**src/rtl/spmvq_pkg.sv**
```systemverilog
package spmvq_pkg;

    localparam int MAX_NODES = 64;
    localparam int NODE_W    = $clog2(MAX_NODES);
    localparam int CNT_W     = $clog2(MAX_NODES + 1);
    localparam int CFG_W     = 7;
    localparam int VALUE_W   = 32;
    localparam int SUM_W     = 38;
    localparam int CMD_W     = 2;

    localparam logic [CMD_W-1:0] CMD_LOAD_VALUE = 2'd0;
    localparam logic [CMD_W-1:0] CMD_LOAD_ROW   = 2'd1;
    localparam logic [CMD_W-1:0] CMD_QUERY      = 2'd2;

    localparam logic [CFG_W-1:0] COUNT_RESET = CFG_W'(MAX_NODES);

    typedef struct packed {
        logic              valid;
        logic              first;
        logic [NODE_W-1:0] addr;
    } upd_t;

endpackage

```
**src/rtl/spmvq_best_unit.sv**
```systemverilog
module spmvq_best_unit (
    input  logic                              clk,
    input  spmvq_pkg::upd_t                   upd,
    input  logic [spmvq_pkg::SUM_W-1:0]       base,
    input  logic [spmvq_pkg::VALUE_W-1:0]     addend,
    input  logic [spmvq_pkg::NODE_W-1:0]      raddr,
    output logic [spmvq_pkg::SUM_W-1:0]       best_rd
);

    logic [spmvq_pkg::SUM_W-1:0] best_mem [spmvq_pkg::MAX_NODES];
    logic [spmvq_pkg::SUM_W-1:0] rd_reg;
    logic [spmvq_pkg::SUM_W-1:0] cand;
    logic                        do_write;

    always_comb
    begin
        cand     = base + spmvq_pkg::SUM_W'(addend);
        do_write = upd.valid && (upd.first || (cand > rd_reg));
    end

    always_ff @(posedge clk)
    begin
        if (do_write)
        begin
            best_mem[upd.addr] <= cand;
        end
        rd_reg <= best_mem[raddr];
    end

    assign best_rd = rd_reg;

endmodule

```
**config.mk**
```make
export PLATFORM = sky130hd
export DESIGN_NAME = spmvq_best_unit
export DESIGN_NICKNAME = d
export VERILOG_FILES = /design/src/rtl/spmvq_pkg.sv /design/src/rtl/spmvq_best_unit.sv
export SDC_FILE = /design/constraint.sdc
export NUM_CORES = 2
export LEC_CHECK = 0
export CORE_ASPECT_RATIO = 0.7
export CORE_MARGIN = 2
export CORE_UTILIZATION = 30
export DETAILED_ROUTE_END_ITERATION = 10
export DONT_BUFFER_PORTS = 1
export PLACE_DENSITY = 0.41
export SYNTH_ARGS = -nofsm -noshare
export SYNTH_HDL_FRONTEND = slang
export SYNTH_SLANG_ARGS = --single-unit
```
**constraint.sdc**
```tcl
create_clock -name clk -period 10.2 [get_ports clk]
set_input_delay 2.04 -clock clk [delete_from_list [all_inputs] [get_ports clk]]
set_output_delay 2.04 -clock clk [all_outputs]
set_load 0.005 [all_outputs]
```
==> qor_table.md <==
| Result | This run |
|---|---|
| Final critical path time including I/O delays and setup | 7.62 ns |
| Hold-fix buffers at CTS | 0 |
| Starting density of the core | 0.302 |
| Worst slew pin tran | 1.41 ns |
| Accumulated negative setup slack | 0 ns |
| Top cell type's share of synthesized area | 0.761 |
| Number of flops mapped to enable cells by yosys | 2432 |
| Number of failing setup endpoints in the final timing report | 0 |
| Top cell type by total area after synthesis | sky130_fd_sc_hd__edfxtp_1 |
| CTS tree | done |
| Unique masters post-synth | 58 |
| Largest family of logic cells by synthesized area | multiplexers |
| Met3 usage in global routing | 0.0318 |
| Port Buf Inserts | 0 |
| Post-synthesis adder-cell area fraction | 0.00933 |
| Critical Path RT | 10.82 ns |
| Cts bufs inserted | 245 |
| Number of clock sinks | 2470 |
| Max cap viols | 0 |
| Fraction of the mapped netlist area in compound gates | 0.0125 |
| Critical path's slowest cell | sky130_fd_sc_hd__o311ai_0 |
| Core Box Area | 0.318 mm² |
| Kind of cell with the highest combined delay on the critical path | simple AND/OR/NAND/NOR gates |
| Ratio of total power to cell area | 204 mW/mm² |
| Pre-CTS worst setup slack | 1.70 ns |
| Post-synthesis async set-or-reset flop share | 0 |
| Clock latency on the worst-skew pair | 0.91 ns |
| Vias after detailed routing | 44005 |
| Count of state elements after synthesis | 2470 |
| Avg Synthesized Cell Area | 23.9 µm² |
| Drt via density | 5.11 |
| Clock Skews | 0.0537 ns |
| Global-route track usage on met1 | 0.275 |
| Category of the worst setup path launch point | input pin |
| Min-Delay Path Class | reg -> reg |
| Combined buffer and inverter count along the critical path | 2 |
| VDD IR max | 0.141 mV |
| Largest fanout of any net on the critical path | 18 |
| Max Fclk | 131 MHz |
| Reg clk slew, reported paths | 0.06 ns |
| First drt pass iteration count | 5 |
| Slew headroom | 0.0568 |
| Maximum count of clock buffers along a single path | 4 |
| Xor/xnor share of the synthesized area | 0.00301 |
| Mux cell area share after synthesis | 0.185 |
| Library cell used as clock root buffer | sky130_fd_sc_hd__clkbuf_16 |
| Series of cell instances along the critical path | ha_2 -> fa_2 -> a211oi_1 -> nor2_1 -> nand4_1 -> nand3_1 -> o311ai_0 -> o221ai_1 -> nand3_1 -> xnor2_2 -> ha_1 -> and3_1 -> nand3_1 -> nor3_1 -> nand2_1 -> nor4_1 -> nand3_1 -> nand4_1 -> buf_4 -> nor2_4 -> buf_4 |
| DRT iter0 DRCs | 5126 |
| Area enclosed by the die boundary | 0.325 mm² |
| Simple logic cell fraction of the synthesized area | 0.0105 |
| Run status | finished, final reports clean |
| Leakage | 33.8 nW |
| Maximum number of pins on one net before global-route repair | 609 |
| Number of resized instances in the post-cts repair step | 0 |
| Least setup slack across all paths after layout | 2.58 ns |
| Average wire per cell in the routed design | 32.7 µm |
| I/O pin total | 123 |
| Share of the clock period used by the worst path after layout | 0.747 |
| Number of global-route vias before repair | 43949 |
| Final count of hold timing violations | 0 |
| DP HPWL | 166 mm |
| Most frequent CP cell | sky130_fd_sc_hd__nand3_1 |
| Number of nets in the synthesized netlist | 4173 |
| Wire length of the first global-routing pass | 386 mm |
| Total congestion overflow | 0 |
| Syn Inst Count | 4017 |
| Buffers inserted by post-CTS timing repair | 0 |
| Dominant cells by area after synthesis | sky130_fd_sc_hd__edfxtp_1 (76%), sky130_fd_sc_hd__mux4_2 (18%), sky130_fd_sc_hd__ha_1 (0.91%) |
| Height of the die | 477 µm |
| Crit path largest cell delay | 0.76 ns |
| H-Tree Level Count | 4 |
| Number of antenna-violating nets in the routed design | 0 |
| DR DRC count | 0 |
| Met2 routing resource usage after global routing | 0.242 |
| Most heavily used metal layer in global routing | met1 |
| RSZ-0062 raised after global routing | no |
| Final Max Tran Viols | 0 |
| Final GP Congestion | 0.758 |
| Critical Setup Path Class | in -> reg |
| Sequential cell area fraction in the yosys report | 0.769 |
| Net total in the final layout | 4376 |
| Horiz. Die Dim | 680 µm |
| Top_reg_cell synth | sky130_fd_sc_hd__edfxtp_1 |
| Mapped Area | 0.0960 mm² |
| GR Util All Layers | 0.171 |
| Share of layout cells above drive strength 1 | 0.308 |
| Routed Wire Length | 282 mm |
| Core Rows | 173 |
| Signed area change from the synthesized netlist to the final layout | 15.1% |
| Warnings, synthesis | 0 |
| Category of the worst setup path capture point | flop |
| Antenna violations before repair | 57 |
| Arrival @ worst endpoint | 8.24 ns |
==> metrics by stage <==
| step | cell area, µm² | total power [mW] | instances | hold WS, ns | utilization |
|---|---|---|---|---|---|
| after floorplan | 96000 | 13.0 | 4017 | 0.866 | - |
| after global placement | 103000 | 13.9 | 8164 | 0.961 | 0.323 |
| after detailed placement | 103000 | 13.9 | 8164 | 0.979 | 0.323 |
| after CTS | 110000 | 22.7 | 8600 | 0.960 | 0.347 |
| after global routing | 110000 | 23.4 | 8609 | 1.00 | 0.347 |
| final | 110000 | 22.6 | 8619 | 0.967 | 0.347 |
==> layer usage <==
layer / wire length, µm / part of all wire
met1: 139000 / 0.49
met2: 120000 / 0.43
met3: 18800 / 0.067
met4: 3880 / 0.014
met5: 53 / 0.00019
==> cells in the final DEF, fill, tap and decap left out, drive strengths merged, types with 23 or more instances in the layout <==
cell       n
edfxtp  2432
mux4     780
clkbuf   313
buf      156
clkinv    93
nor2      92
ha        70
inv       58
a21oi     56
dfxtp     38
a21o      35
nand2     30
a211oi    25
nand3     23
nor2b     23
xnor2     23
==> state kept, by name (all words and copies together), names as in the netlist <==
signal	cells
best_rd	38
best_mem	2432
==> synthesized netlist by cell type, types with 13 or more instances <==
cell type	count
sky130_fd_sc_hd__edfxtp_1	2432
sky130_fd_sc_hd__mux4_2	780
sky130_fd_sc_hd__clkbuf_1	107
sky130_fd_sc_hd__nor2_1	92
sky130_fd_sc_hd__buf_2	77
sky130_fd_sc_hd__ha_1	70
sky130_fd_sc_hd__a21oi_1	56
sky130_fd_sc_hd__inv_1	52
sky130_fd_sc_hd__dfxtp_1	38
sky130_fd_sc_hd__a21o_1	35
sky130_fd_sc_hd__nand2_1	30
sky130_fd_sc_hd__a211oi_1	25
sky130_fd_sc_hd__nand3_1	23
sky130_fd_sc_hd__nor2b_1	23
sky130_fd_sc_hd__xnor2_1	23
sky130_fd_sc_hd__mux2i_1	18
sky130_fd_sc_hd__o21ai_0	17
sky130_fd_sc_hd__nand4_1	13
==> power by group <==
part,switching (mW),total (mW),internal [mW]
logic,1.36,1.91,0.543
clock network,3.88,8.82,4.95
registers,0.139,11.8,11.7
total,5.38,22.6,17.2
==> worst reg2reg max path, delay by kind of cell (launching register included) <==
family | cells | cell delay [ns]
and+or+nand+nor | 3 | 1.04
adders and majority gates | 1 | 0.36
DFF | 1 | 0.69
buffers and inverters | 4 | 1.11
AOI/OAI and AO/OA | 3 | 1.14
==> cells by family after synthesis <==
family / Yosys count
AO/OA/AOI/OAI: 181
XOR/XNOR: 33
adder cells (fa/ha/maj): 71
buffers and inverters: 252
flip-flops: 2470
multiplexers: 798
AND/OR/NAND/NOR: 212
==> path summary, 6_finish.rpt <==
kind	startpoint	endpoint	slack, ns	cells after the start
worst min register to register	best_mem[45][34]$_DFFE_PP_	best_rd[34]$_DFF_P_	0.97	3
worst max-delay path	base[0]	best_mem[17][32]$_DFFE_PP_	2.58	21
worst min-delay path	best_mem[45][34]$_DFFE_PP_	best_rd[34]$_DFF_P_	0.97	3
worst max register to register	best_rd[11]$_DFF_P_	best_mem[17][25]$_DFFE_PP_	5.51	11
==> area by class of cell <==
type	count	area, µm²
fillers	29154	207000
diodes	10	25.0
well taps	4200	5260
repair buffers	156	1630
clock inverters	123	1100
inverters	52	195
clock buffers	313	6470
flip-flops and latches	2470	73800
multi-input cells	1295	22000
Power figures use the tool's default switching activity.
